$ cat src/hdl/rtcf_pkg.sv
package rtcf_pkg;

    localparam int CHANNEL_BITS  = 8;
    localparam int FRACTION_BITS = 16;
    localparam int LENGTH_BITS   = 16;
    localparam int TIME_BITS     = 32;
    localparam int FRAC_W        = FRACTION_BITS + 1;
    localparam int ACC_BITS      = CHANNEL_BITS + FRACTION_BITS + 1;
    localparam int STEP_MAX      = (FRACTION_BITS > CHANNEL_BITS) ? FRACTION_BITS : CHANNEL_BITS;
    localparam int STEP_BITS     = $clog2(STEP_MAX);
    localparam int ADDR_BITS     = 5;
    localparam int DATA_BITS     = 32;

    localparam logic [2:0] REG_START_RED    = 3'd0;
    localparam logic [2:0] REG_START_GREEN  = 3'd1;
    localparam logic [2:0] REG_START_BLUE   = 3'd2;
    localparam logic [2:0] REG_TARGET_RED   = 3'd3;
    localparam logic [2:0] REG_TARGET_GREEN = 3'd4;
    localparam logic [2:0] REG_TARGET_BLUE  = 3'd5;
    localparam logic [2:0] REG_FADE_LENGTH  = 3'd6;
    localparam logic [2:0] REG_FADE_BEGIN   = 3'd7;

    typedef enum logic [1:0] {
        ST_IDLE,
        ST_DIV,
        ST_MUL,
        ST_LOAD
    } rtcf_state_t;

    typedef struct packed {
        logic load;
        logic step;
    } rtcf_blend_ctrl_t;

endpackage

$ cat src/hdl/rtcf_blend.sv
module rtcf_blend (
    input  logic                                 clk,
    input  rtcf_pkg::rtcf_blend_ctrl_t           ctrl,
    input  logic [rtcf_pkg::CHANNEL_BITS-1:0]    from_val,
    input  logic [rtcf_pkg::CHANNEL_BITS-1:0]    to_val,
    input  logic [rtcf_pkg::FRAC_W-1:0]          frac,
    output logic [rtcf_pkg::CHANNEL_BITS-1:0]    result
);

    localparam int CB = rtcf_pkg::CHANNEL_BITS;
    localparam int FB = rtcf_pkg::FRACTION_BITS;
    localparam int AB = rtcf_pkg::ACC_BITS;

    logic [CB-1:0] from_reg, from_next;
    logic [CB-1:0] mag_reg, mag_next;
    logic          neg_reg, neg_next;
    logic [AB-1:0] acc_reg, acc_next;
    logic [AB-1:0] acc_round;
    logic [CB-1:0] step_val;

    // The magnitude is consumed most significant bit first, one bit per cycle.
    always_comb
    begin
        from_next = from_reg;
        mag_next  = mag_reg;
        neg_next  = neg_reg;
        acc_next  = acc_reg;
        if (ctrl.load)
        begin
            from_next = from_val;
            neg_next  = (to_val < from_val);
            mag_next  = (to_val < from_val) ? (from_val - to_val) : (to_val - from_val);
            acc_next  = '0;
        end
        else if (ctrl.step)
        begin
            acc_next = {acc_reg[AB-2:0], 1'b0}
                     + (mag_reg[CB-1] ? AB'(frac) : AB'(0));
            mag_next = {mag_reg[CB-2:0], 1'b0};
        end
    end

    always_ff @(posedge clk)
    begin
        from_reg <= from_next;
        mag_reg  <= mag_next;
        neg_reg  <= neg_next;
        acc_reg  <= acc_next;
    end

    // A falling channel rounds its step up so the result floors toward minus infinity.
    always_comb
    begin
        acc_round = neg_reg ? (acc_reg + AB'((1 << FB) - 1)) : acc_reg;
        step_val  = acc_round[FB+CB-1:FB];
        result    = neg_reg ? (from_reg - step_val) : (from_reg + step_val);
    end

endmodule

$ cat src/hdl/rgb_timed_color_fade.sv
// The result is registered in the load state. An item that finds the color at its target
// goes straight to the load state, one whose fade has run out passes through the bit-serial
// multipliers, one per channel, and one taken while a fade runs passes through the
// bit-serial divider and then the multipliers. No new item is taken until the result is
// registered; while an earlier result waits for out_ready, the load state holds off the next item.
// Reset: rst_n clears the color, the configuration registers and the handshake state at once.
module rgb_timed_color_fade (
    input  logic                                  clk,
    input  logic                                  rst_n,
    input  logic                                  psel,
    input  logic                                  penable,
    input  logic                                  pwrite,
    input  logic [rtcf_pkg::ADDR_BITS-1:0]        paddr,
    input  logic [rtcf_pkg::DATA_BITS-1:0]        pwdata,
    output logic [rtcf_pkg::DATA_BITS-1:0]        prdata,
    output logic                                  pready,
    input  logic                                  in_valid,
    output logic                                  in_ready,
    input  logic [rtcf_pkg::TIME_BITS-1:0]        now_ms,
    output logic                                  out_valid,
    input  logic                                  out_ready,
    output logic [rtcf_pkg::CHANNEL_BITS-1:0]     red_out,
    output logic [rtcf_pkg::CHANNEL_BITS-1:0]     green_out,
    output logic [rtcf_pkg::CHANNEL_BITS-1:0]     blue_out,
    output logic                                  changing
);

    localparam int CB = rtcf_pkg::CHANNEL_BITS;
    localparam int FB = rtcf_pkg::FRACTION_BITS;
    localparam int LB = rtcf_pkg::LENGTH_BITS;
    localparam int TB = rtcf_pkg::TIME_BITS;
    localparam int FW = rtcf_pkg::FRAC_W;
    localparam int SB = rtcf_pkg::STEP_BITS;
    localparam int DB = rtcf_pkg::DATA_BITS;

    rtcf_pkg::rtcf_state_t state_reg, state_next;

    logic [CB-1:0] start_red_reg, start_green_reg, start_blue_reg;
    logic [CB-1:0] target_red_reg, target_green_reg, target_blue_reg;
    logic [LB-1:0] fade_length_reg;
    logic [TB-1:0] fade_begin_reg;

    logic [CB-1:0] cur_red_reg, cur_green_reg, cur_blue_reg;
    logic [CB-1:0] cur_red_next, cur_green_next, cur_blue_next;
    logic [CB-1:0] out_red_reg, out_green_reg, out_blue_reg;
    logic          out_changing_reg;
    logic          out_valid_reg, out_valid_next;
    logic          changing_reg, changing_next;
    logic [SB-1:0] cnt_reg, cnt_next;
    logic [LB-1:0] rem_reg, rem_next;
    logic [FW-1:0] frac_reg, frac_next;

    logic          accept;
    logic          cfg_write;
    logic [2:0]    cfg_index;
    logic          diff_now;
    logic [TB-1:0] elapsed;
    logic          elapsed_done;
    logic [LB:0]   rem_shift;
    logic          rem_ge;
    logic          div_last;
    logic          mul_last;
    logic          load_free;
    logic          div_run;
    logic          load_en;
    rtcf_pkg::rtcf_blend_ctrl_t blend_ctrl;

    logic [CB-1:0] red_blend, green_blend, blue_blend;

    assign pready    = 1'b1;
    assign cfg_write = psel && penable && pwrite && pready;
    assign cfg_index = paddr[4:2];

    always_comb
    begin
        case (cfg_index)
            rtcf_pkg::REG_START_RED:    prdata = DB'(start_red_reg);
            rtcf_pkg::REG_START_GREEN:  prdata = DB'(start_green_reg);
            rtcf_pkg::REG_START_BLUE:   prdata = DB'(start_blue_reg);
            rtcf_pkg::REG_TARGET_RED:   prdata = DB'(target_red_reg);
            rtcf_pkg::REG_TARGET_GREEN: prdata = DB'(target_green_reg);
            rtcf_pkg::REG_TARGET_BLUE:  prdata = DB'(target_blue_reg);
            rtcf_pkg::REG_FADE_LENGTH:  prdata = DB'(fade_length_reg);
            rtcf_pkg::REG_FADE_BEGIN:   prdata = DB'(fade_begin_reg);
            default:                    prdata = '0;
        endcase
    end

    always_ff @(posedge clk or negedge rst_n)
    begin
        if (!rst_n)
        begin
            start_red_reg    <= '0;
            start_green_reg  <= '0;
            start_blue_reg   <= '0;
            target_red_reg   <= '0;
            target_green_reg <= '0;
            target_blue_reg  <= '0;
            fade_length_reg  <= '0;
            fade_begin_reg   <= '0;
        end
        else if (cfg_write)
        begin
            case (cfg_index)
                rtcf_pkg::REG_START_RED:    start_red_reg    <= pwdata[CB-1:0];
                rtcf_pkg::REG_START_GREEN:  start_green_reg  <= pwdata[CB-1:0];
                rtcf_pkg::REG_START_BLUE:   start_blue_reg   <= pwdata[CB-1:0];
                rtcf_pkg::REG_TARGET_RED:   target_red_reg   <= pwdata[CB-1:0];
                rtcf_pkg::REG_TARGET_GREEN: target_green_reg <= pwdata[CB-1:0];
                rtcf_pkg::REG_TARGET_BLUE:  target_blue_reg  <= pwdata[CB-1:0];
                rtcf_pkg::REG_FADE_LENGTH:  fade_length_reg  <= pwdata[LB-1:0];
                rtcf_pkg::REG_FADE_BEGIN:   fade_begin_reg   <= pwdata[TB-1:0];
                default:                    fade_begin_reg   <= fade_begin_reg;
            endcase
        end
    end

    assign accept       = in_valid && in_ready;
    assign diff_now     = (cur_red_reg != target_red_reg) || (cur_green_reg != target_green_reg)
                       || (cur_blue_reg != target_blue_reg);
    assign elapsed      = now_ms - fade_begin_reg;
    assign elapsed_done = (elapsed >= TB'(fade_length_reg));
    assign rem_shift    = {rem_reg, 1'b0};
    assign rem_ge       = (rem_shift >= (LB+1)'(fade_length_reg));
    assign div_last     = (cnt_reg == SB'(FB - 1));
    assign mul_last     = (cnt_reg == SB'(CB - 1));
    assign load_free    = !out_valid_reg || out_ready;

    always_comb
    begin
        state_next = state_reg;
        case (state_reg)
            rtcf_pkg::ST_IDLE:
            begin
                if (accept)
                begin
                    if (!diff_now)
                        state_next = rtcf_pkg::ST_LOAD;
                    else if (elapsed_done)
                        state_next = rtcf_pkg::ST_MUL;
                    else
                        state_next = rtcf_pkg::ST_DIV;
                end
            end
            rtcf_pkg::ST_DIV:
            begin
                if (div_last)
                    state_next = rtcf_pkg::ST_MUL;
            end
            rtcf_pkg::ST_MUL:
            begin
                if (mul_last)
                    state_next = rtcf_pkg::ST_LOAD;
            end
            rtcf_pkg::ST_LOAD:
            begin
                if (load_free)
                    state_next = rtcf_pkg::ST_IDLE;
            end
            default:
                state_next = rtcf_pkg::ST_IDLE;
        endcase
    end

    always_comb
    begin
        in_ready        = 1'b0;
        div_run         = 1'b0;
        load_en         = 1'b0;
        blend_ctrl.load = 1'b0;
        blend_ctrl.step = 1'b0;
        case (state_reg)
            rtcf_pkg::ST_IDLE:
            begin
                in_ready        = 1'b1;
                blend_ctrl.load = 1'b1;
            end
            rtcf_pkg::ST_DIV:
                div_run = 1'b1;
            rtcf_pkg::ST_MUL:
                blend_ctrl.step = 1'b1;
            rtcf_pkg::ST_LOAD:
                load_en = load_free;
            default:
                in_ready = 1'b0;
        endcase
    end

    // Restoring division of the elapsed time by the fade length, one quotient bit per cycle.
    always_comb
    begin
        cnt_next       = cnt_reg;
        rem_next       = rem_reg;
        frac_next      = frac_reg;
        changing_next  = changing_reg;
        cur_red_next   = cur_red_reg;
        cur_green_next = cur_green_reg;
        cur_blue_next  = cur_blue_reg;
        out_valid_next = out_valid_reg && !out_ready;
        if (accept)
        begin
            changing_next = diff_now;
            cnt_next      = '0;
            rem_next      = elapsed[LB-1:0];
            frac_next     = elapsed_done ? FW'(1 << FB) : FW'(0);
        end
        else if (div_run)
        begin
            rem_next  = rem_ge ? LB'(rem_shift - (LB+1)'(fade_length_reg)) : rem_shift[LB-1:0];
            frac_next = {frac_reg[FW-2:0], rem_ge};
            cnt_next  = div_last ? SB'(0) : SB'(cnt_reg + 1'b1);
        end
        else if (blend_ctrl.step)
        begin
            cnt_next = SB'(cnt_reg + 1'b1);
        end
        if (load_en)
        begin
            out_valid_next = 1'b1;
            if (changing_reg)
            begin
                cur_red_next   = red_blend;
                cur_green_next = green_blend;
                cur_blue_next  = blue_blend;
            end
        end
    end

    always_ff @(posedge clk or negedge rst_n)
    begin
        if (!rst_n)
        begin
            state_reg     <= rtcf_pkg::ST_IDLE;
            out_valid_reg <= 1'b0;
            cnt_reg       <= '0;
            cur_red_reg   <= '0;
            cur_green_reg <= '0;
            cur_blue_reg  <= '0;
        end
        else
        begin
            state_reg     <= state_next;
            out_valid_reg <= out_valid_next;
            cnt_reg       <= cnt_next;
            cur_red_reg   <= cur_red_next;
            cur_green_reg <= cur_green_next;
            cur_blue_reg  <= cur_blue_next;
        end
    end

    always_ff @(posedge clk)
    begin
        rem_reg      <= rem_next;
        frac_reg     <= frac_next;
        changing_reg <= changing_next;
        if (load_en)
        begin
            out_red_reg      <= cur_red_next;
            out_green_reg    <= cur_green_next;
            out_blue_reg     <= cur_blue_next;
            out_changing_reg <= changing_reg;
        end
    end

    rtcf_blend u_blend_red (
        .clk      (clk),
        .ctrl     (blend_ctrl),
        .from_val (start_red_reg),
        .to_val   (target_red_reg),
        .frac     (frac_reg),
        .result   (red_blend)
    );

    rtcf_blend u_blend_green (
        .clk      (clk),
        .ctrl     (blend_ctrl),
        .from_val (start_green_reg),
        .to_val   (target_green_reg),
        .frac     (frac_reg),
        .result   (green_blend)
    );

    rtcf_blend u_blend_blue (
        .clk      (clk),
        .ctrl     (blend_ctrl),
        .from_val (start_blue_reg),
        .to_val   (target_blue_reg),
        .frac     (frac_reg),
        .result   (blue_blend)
    );

    assign out_valid = out_valid_reg;
    assign red_out   = out_red_reg;
    assign green_out = out_green_reg;
    assign blue_out  = out_blue_reg;
    assign changing  = out_changing_reg;

`ifndef SYNTH
    a_div_nonzero: assert property (@(posedge clk) disable iff (!rst_n)
        (state_reg == rtcf_pkg::ST_DIV) |-> (fade_length_reg != '0))
        else $error("Division started with a zero fade length.");

    a_rem_bound: assert property (@(posedge clk) disable iff (!rst_n)
        (state_reg == rtcf_pkg::ST_DIV) |-> (rem_reg < fade_length_reg))
        else $error("Divider remainder is not below the fade length.");

    a_frac_bound: assert property (@(posedge clk) disable iff (!rst_n)
        (state_reg == rtcf_pkg::ST_MUL) |-> (frac_reg <= FW'(1 << FB)))
        else $error("Fade fraction exceeds one.");

    a_out_hold: assert property (@(posedge clk) disable iff (!rst_n)
        (out_valid_reg && !out_ready) |=> (out_valid_reg && $stable(out_red_reg)))
        else $error("A waiting result item was lost or changed.");
`endif

endmodule

$ cat config.mk
export PLATFORM = sky130hd
export DESIGN_NAME = rgb_timed_color_fade
export DESIGN_NICKNAME = d
export VERILOG_FILES = /design/src/hdl/rtcf_pkg.sv /design/src/hdl/rtcf_blend.sv /design/src/hdl/rgb_timed_color_fade.sv
export SDC_FILE = /design/constraint.sdc
export NUM_CORES = 1
export LEC_CHECK = 0
export ABC_AREA = 1
export BUFFER_PORTS_ARGS = -buffer_cell sky130_fd_sc_hd__buf_2
export CORE_MARGIN = 2
export CORE_UTILIZATION = 45
export DETAILED_ROUTE_END_ITERATION = 12
export GPL_TIMING_DRIVEN = 1
export HOLD_SLACK_MARGIN = 0.15
export PLACE_DENSITY_LB_ADDON = 0.15
export SLEW_MARGIN = 15
export SYNTH_ARGS = -nofsm -noshare
export SYNTH_HDL_FRONTEND = slang
export SYNTH_SLANG_ARGS = --single-unit
$ cat constraint.sdc
create_clock -name clk -period 6.3 [get_ports clk]
set_input_delay 0.315 -clock clk [delete_from_list [all_inputs] [get_ports clk]]
set_output_delay 0.315 -clock clk [all_outputs]
set_load 0.01 [all_outputs]
* Word level (Yosys, flattened, before mapping)
Index checks and enable logic that the tools add are counted.
** Word-level totals
- Register bits after elaboration :: 309
- Input bits :: 76
- Output and inout bits :: 60
- Word-level logic and storage cells :: 148
** Cells by class
- $add $sub $neg :: 21
- Magnitude comparators :: 5
- Equality and inequality tests :: 19
- Mux-type cells :: 47
- Reduce and logical (&&, ||, !) cells :: 23
** Operator list (count)
- one-hot mux 32 bit (8 select lines) :: 1
- 2-to-1 mux 8 bit :: 18
- 2-to-1 mux 17 bit :: 6
- adder 24 x 16 -> 24 bit (second input constant) :: 3
- adder 24 x 17 -> 24 bit :: 3
- 2-to-1 mux 24 bit :: 3
- subtractor 8 bit :: 9
- 2-to-1 mux 16 bit :: 3
- >= comparator 32 x 16 -> 1 bit :: 1
- subtractor 32 bit :: 1
- adder 8 bit :: 3
- < comparator 8 bit :: 3
- != test 8 bit :: 3
- >= comparator 17 x 16 -> 1 bit :: 1
- 2-to-1 mux 4 bit :: 4
- AND reduction 2 bit :: 8
- subtractor 16 bit :: 1
- == test 3 bit (second input constant) :: 4
- 2-to-1 mux 2 bit :: 6
- != test 2 bit (second input constant) :: 4
- one-hot mux 2 bit (4 select lines) :: 1
- == test 3 x 2 -> 1 bit (second input constant) :: 2
- 2-to-1 mux 1 bit :: 5
- adder 4 x 1 -> 4 bit (second input constant) :: 1
- 13 further kinds :: 21

* Longest topological paths before layout
- Depth in word-level cells :: 6
- Mapped depth :: 25
- Depth with buffers taken out :: 25

* Modules after synthesis
A second synthesis with hierarchy kept.
** Second synthesis, totals
- Cells, all modules :: 3322
- Area, all modules :: 23841.6 µm²
** By module, submodules not included
- rgb_timed_color_fade :: instances 1, cells each 1498, area an instance 11658.7 µm², sequential area each 4949.7 µm²
- rtcf_blend at u_blend_blue ... :: instances 2, cells each 625, area an instance 4139.0 µm², sequential area each 991.0 µm²
- rtcf_blend at u_blend_red :: instances 1, cells each 574, area an instance 3905.0 µm², sequential area each 991.0 µm²

* Worst setup path after synthesis
Ideal clock, no wire load.
- Kind :: register -> register
- Start :: register u_blend_red.acc_reg[4]
- End :: register out_red_reg[7] (netlist: red_out[7]), data pin
- Setup time :: 258 ps
- Data arrival time :: 2864 ps
- Data required time :: 6042 ps
- Path slack :: 3178 ps
- Stages on the path, launching flop included :: 24
- Buffers on the path :: 0
- Period minus slack after synthesis :: 3122 ps
- Cell sequence :: dfxtp_1 nor2_1 nand2_1 nor2_1 a21oi_1 nand2_1 nand2_1 nand2_1 ha_1 o21ai_0 ha_1 nand3_1 nand2_1 nand2_1 nand2_1 a21oi_1 nor2_1 o21ai_0 nand2_1 or2_2 nand2_1 nand3_1 nand3_1 nand2_1
** Between the ends
- Longest elaborated chain between the ends :: 6
- Elaborated cells on any way between the ends :: 7
- Classes of those cells :: 3 x add/sub; 4 x mux
** RTL lines
- start, declared :: line rtcf_blend.sv:17 : logic [AB-1:0] acc_reg, acc_next;
- start signal, assigned :: line rtcf_blend.sv:48 : acc_reg <= acc_next;
- adder 24 x 16 -> 24 bit * :: line rtcf_blend.sv:54 : acc_round = neg_reg ? (acc_reg + AB'((1 << FB) - 1)) : acc_reg;
- 2-to-1 mux 24 bit * :: line rtcf_blend.sv:54
- adder 8 bit or subtractor 8 bit (tied branches) :: line rtcf_blend.sv:56 : result = neg_reg ? (from_reg - step_val) : (from_reg + step_val);
- 2-to-1 mux 8 bit * :: line rtcf_blend.sv:56
- 2-to-1 mux 8 bit * :: line rgb_timed_color_fade.sv:220 : if (changing_reg)
- 2-to-1 mux 8 bit * :: line rgb_timed_color_fade.sv:217 : if (load_en)
- net cur_red_next[7] :: line rgb_timed_color_fade.sv:44 : logic [CB-1:0] cur_red_next, cur_green_next, cur_blue_next;
- end signal, assigned :: line rgb_timed_color_fade.sv:258 : out_red_reg <= cur_red_next;
- end, declared :: line rgb_timed_color_fade.sv:45 : logic [CB-1:0] out_red_reg, out_green_reg, out_blue_reg;
The timed path passes the listed nets; every way through them passes the cells marked *.
A chain may end at the register's enable or synchronous reset.

* Worst setup path in the final report
- Start :: register u_blend_red.acc_reg[2]
- End :: register out_red_reg[7] (netlist: red_out[7]), data pin
Same word-level chain as after synthesis.

==> reports/metrics.csv <==
stage;metric;value;unit
synthesis;synth_ff_type;dfrtp_1;
layout;final_core_util;51.5;%
routing;viasPerCell;5.28;
flow_run;max_cap_viol_count;0;
timing;tightest_slew;1.16;ns
timing;finalMaxSlewViolations;0;
worst_setup_path;critical_path.endpoint_type;register;
status;status;complete, no violations;
place;place_hpwl;49500;um
synthesis;netlist_instances;3023;
worst_setup_path;reg2reg_from;u_blend_red.acc_reg[2];
worst_setup_path;regToRegSetupSlack;2.39;ns
grt;first_global_vias;19474;
clock_tree;cts_buffers;38;
timing;fin_tns_setup;0;ns
layout;synthToLayoutAreaGrowth;13.3;%
clock_tree;ctsLongestPathBuffers;3;
timing;worst_clock_skew;0.0256;ns
synthesis;yosysSeqAreaShare;35.7;%
synthesis;ys_ff_latch;309;
layout;largest_register_ffs;32;
worst_setup_path;cp_common_cell;nand2_1;
worst_setup_path;critPathKind;register to register;
grt;grt_antenna_before_repair;3;
layout;drive_gt1_share;8.01;%
synthesis;syn_avg_cell_area;7.33;um^2
clock_tree;cts_root_buf;clkbuf_16;
floorplan;core;48700;um^2
floorplan;boundaryPins;136;
hold_path;hold_class;primary input to register;
pwr;ir_worst_vdd;0.227;mV
synthesis;synth.cell_area;22200;um^2
layout;fill_cells;4824;
timing;timing.final.hold_violations;0;
timing;fmax;256;MHz
hold_path;min-delay-start;in_valid;
place;io_buffers;132;
routing;first_pass_iters;5;
routing;drc_errors;0;
worst_setup_path;crit_chain;nor2_1 -> nand2_1 -> nor2_1 -> a21oi_1 -> nand2_1 -> nand2_1 -> ha_1 -> o21ai_0 -> ha_1 -> nand3_1 -> nand2_1 -> nand2_1 -> nand2_1 -> a21oi_1 -> nor2_1 -> o21ai_0 -> nand2_1 -> or2_2 -> nand2_1 -> nand3_1 -> nand3_1 -> nand2_1;
clock_tree;h-tree-depth;2;
synthesis;synth-edff-count;110;
worst_setup_path;cp_max_fo;3;
worst_setup_path;cp_data_arrival_time;4.23;ns
grt;grt_max_degree;80;
synthesis;synth-async-reset-ratio;41.1;%
routing;drt_wl_total;64800;um
worst_setup_path;worstSetupStartpointType;register;
synthesis;synth_cell_types;57;
routing;post_drt_wl_per_cell;16.8;um
pwr;leakage;0.0125;uW
clock_tree;post_cts_buffers;0;
grt;grt_pass1_wl;103000;um
synthesis;synth.net_count;3298;
synthesis;yosys_warnings;0;
routing;drt_iter0_drc;1468;
floorplan;die_area;51000;um^2
pwr;powerDensity;515;nW/um^2
timing;min_period;3.91;ns
floorplan;rows;81;
grt;grt_overflow_total;0;
routing;vias;20386;
place;place.gp.congestion;0.929;
timing;grt_setup_unrepaired;no;
worst_setup_path;max_stage_delay;0.48;ns
clock_tree;cts.sinks;309;
worst_setup_path;slowest_stage;o21ai_0;
floorplan;initial_utilization;45.5;%
timing;relSlewSlack;22.8;%
clock_tree;clk_latency;0.58;ns
clock_tree;cts_tree;done;
worst_setup_path;worstPathRequired;6.62;ns
clock_tree;clk_pin_slew;0.06;ns
layout;fin_nets;3440;
routing;ant_nets;0;
grt;grt_util_all_layers;25.5;%
timing;finalSetupViolations;0;
worst_setup_path;startpoint;u_blend_red.acc_reg[2];
timing;fin_crit_sh;62.1;%
floorplan;fp.dieW;226;um
floorplan;die_h;226;um
==> layer usage <==
layer / share of wire, % / up-vias / wire (um) / GRT usage, %
met2: 47 / 528 / 30600 / 43.1
met3: 5.2 / 106 / 3390 / 4.10
li1: - / 10191 / - / -
met4: 2.5 / 2 / 1620 / 7.46
met1: 45 / 9559 / 29300 / 33.7
met5: 0.020 / - / 13 / 0
==> area by class of cell <==
type | instances | area, um^2 | area share (%)
Antenna cell | 2 | 5.00 | 0.0199
Clock buffer | 54 | 1130 | 4.49
Clock inverter | 16 | 178 | 0.708
Inverter | 449 | 1690 | 6.71
Multi-Input combinational cell | 2191 | 12300 | 48.9
Sequential cell | 309 | 7920 | 31.6
Tap cell | 664 | 831 | 3.31
Timing Repair Buffer | 176 | 1080 | 4.31
==> final timing paths <==
kind                                                end  cells past startpoint
min in group asynchronous            fade_begin_reg[14]                      2
worst max-delay path                         red_out[7]                     22
worst min-delay path                       state_reg[1]                      4
max in group asynchronous            fade_length_reg[2]                      3
worst min register to register  u_blend_red.from_reg[7]                      0
worst max register to register               red_out[7]                     22
==> cells in the final DEF, fill, tap and decap left out, drive strengths merged, types with 6 or more instances in the layout <==
cell type | netlist | final
nand4 | 26 | 26
o21ai | 221 | 221
clkinv | 0 | 9
nand2 | 778 | 778
nor2 | 306 | 306
xnor2 | 38 | 38
o21bai | 7 | 7
dfrtp | 127 | 127
o221ai | 6 | 6
dlygate4sd3 | 0 | 34
nor3 | 29 | 29
xor2 | 82 | 82
a21o | 10 | 10
clkbuf | 64 | 54
or2 | 9 | 9
nand3b | 17 | 17
o211ai | 43 | 43
a31oi | 18 | 18
buf | 10 | 142
nand3 | 121 | 121
ha | 185 | 185
a211oi | 10 | 10
dfxtp | 72 | 72
fa | 14 | 14
nor4 | 6 | 6
edfxtp | 110 | 110
o22ai | 31 | 31
a21oi | 202 | 202
inv | 449 | 451
==> repair_timing <==
action	in CTS	in global routing
hold buffers	34	0
hold endpoints to repair	110	0
resized for setup	0	0
==> metrics by stage <==
step	setup WS (ns)	cell area, um^2	std cells	total power (uW)	hold slack [ns]
floorplan	3.18	22200	3023	8660	0.0194
global placement	2.37	23500	3755	10400	0.348
detailed placement	2.35	23500	3755	10600	0.354
CTS	2.36	25100	3859	13000	0.195
global route	2.03	25100	3859	14100	0.250
finish	2.39	25100	3861	12900	0.230
==> synthesized netlist by cell type (2+ instances only) <==
| library cell | count | area share, % |
|---|---|---|
| nand2_1 | 761 | 13 |
| inv_1 | 444 | 7.5 |
| nor2_1 | 300 | 5.1 |
| o21ai_0 | 207 | 4.7 |
| a21oi_1 | 195 | 4.4 |
| ha_1 | 185 | 10 |
| dfrtp_1 | 127 | 14 |
| nand3_1 | 120 | 2.7 |
| edfxtp_1 | 110 | 15 |
| xor2_1 | 82 | 3.2 |
| dfxtp_1 | 72 | 6.5 |
| clkbuf_1 | 64 | 1.1 |
| o211ai_1 | 43 | 1.5 |
| xnor2_1 | 38 | 1.5 |
| o22ai_1 | 31 | 0.88 |
| nand4_1 | 26 | 0.73 |
| nor3_1 | 26 | 0.59 |
| a31oi_1 | 17 | 0.48 |
| nand3b_1 | 17 | 0.58 |
| nand2_2 | 15 | 0.42 |
| fa_1 | 14 | 1.3 |
| a211oi_1 | 10 | 0.34 |
| a21o_1 | 10 | 0.34 |
| o21ai_1 | 10 | 0.23 |
| a21oi_2 | 7 | 0.28 |
| o21bai_1 | 7 | 0.24 |
| nor4_1 | 6 | 0.17 |
| o221ai_1 | 6 | 0.24 |
| or2_2 | 6 | 0.17 |
| a22o_1 | 5 | 0.20 |
| a32o_1 | 5 | 0.23 |
| buf_1 | 5 | 0.085 |
| inv_2 | 5 | 0.085 |
| nor2_2 | 5 | 0.14 |
| o2111ai_1 | 5 | 0.20 |
| o21a_1 | 5 | 0.17 |
| o21ai_2 | 4 | 0.16 |
| o31ai_1 | 4 | 0.14 |
| buf_4 | 3 | 0.10 |
| nor3_2 | 3 | 0.14 |
| nand2_4 | 2 | 0.10 |
==> power breakdown <==
part	switching (uW)	total [uW]	internal (uW)
sequential	697	3750	3060
clock	927	2310	1380
combinational	4390	6870	2470
total	6020	12900	6910
==> cell families (layout without fill, tap and decap cells) <==
| group | count (synthesis) | count (layout) | synth area share, % |
|---|---|---|---|
| compound gates | 576 | 576 | 14.8 |
| xor+xnor | 120 | 120 | 4.74 |
| fa+ha+maj | 199 | 199 | 11.7 |
| buf+inv | 523 | 695 | 8.95 |
| flops | 309 | 309 | 35.7 |
| other cells | 1 | 3 | 0.0169 |
| simple gates | 1295 | 1295 | 24.0 |
==> worst max-delay path: cells and delay by family (launching register included) <==
| family | cells | cell delay [ns] |
|---|---|---|
| DFF | 1 | 0.32 |
| adders and majority gates | 2 | 0.62 |
| and+or+nand+nor | 16 | 1.75 |
| AOI/OAI and AO/OA | 4 | 0.98 |
No activity file was read; power rests on OpenSTA's default activity.
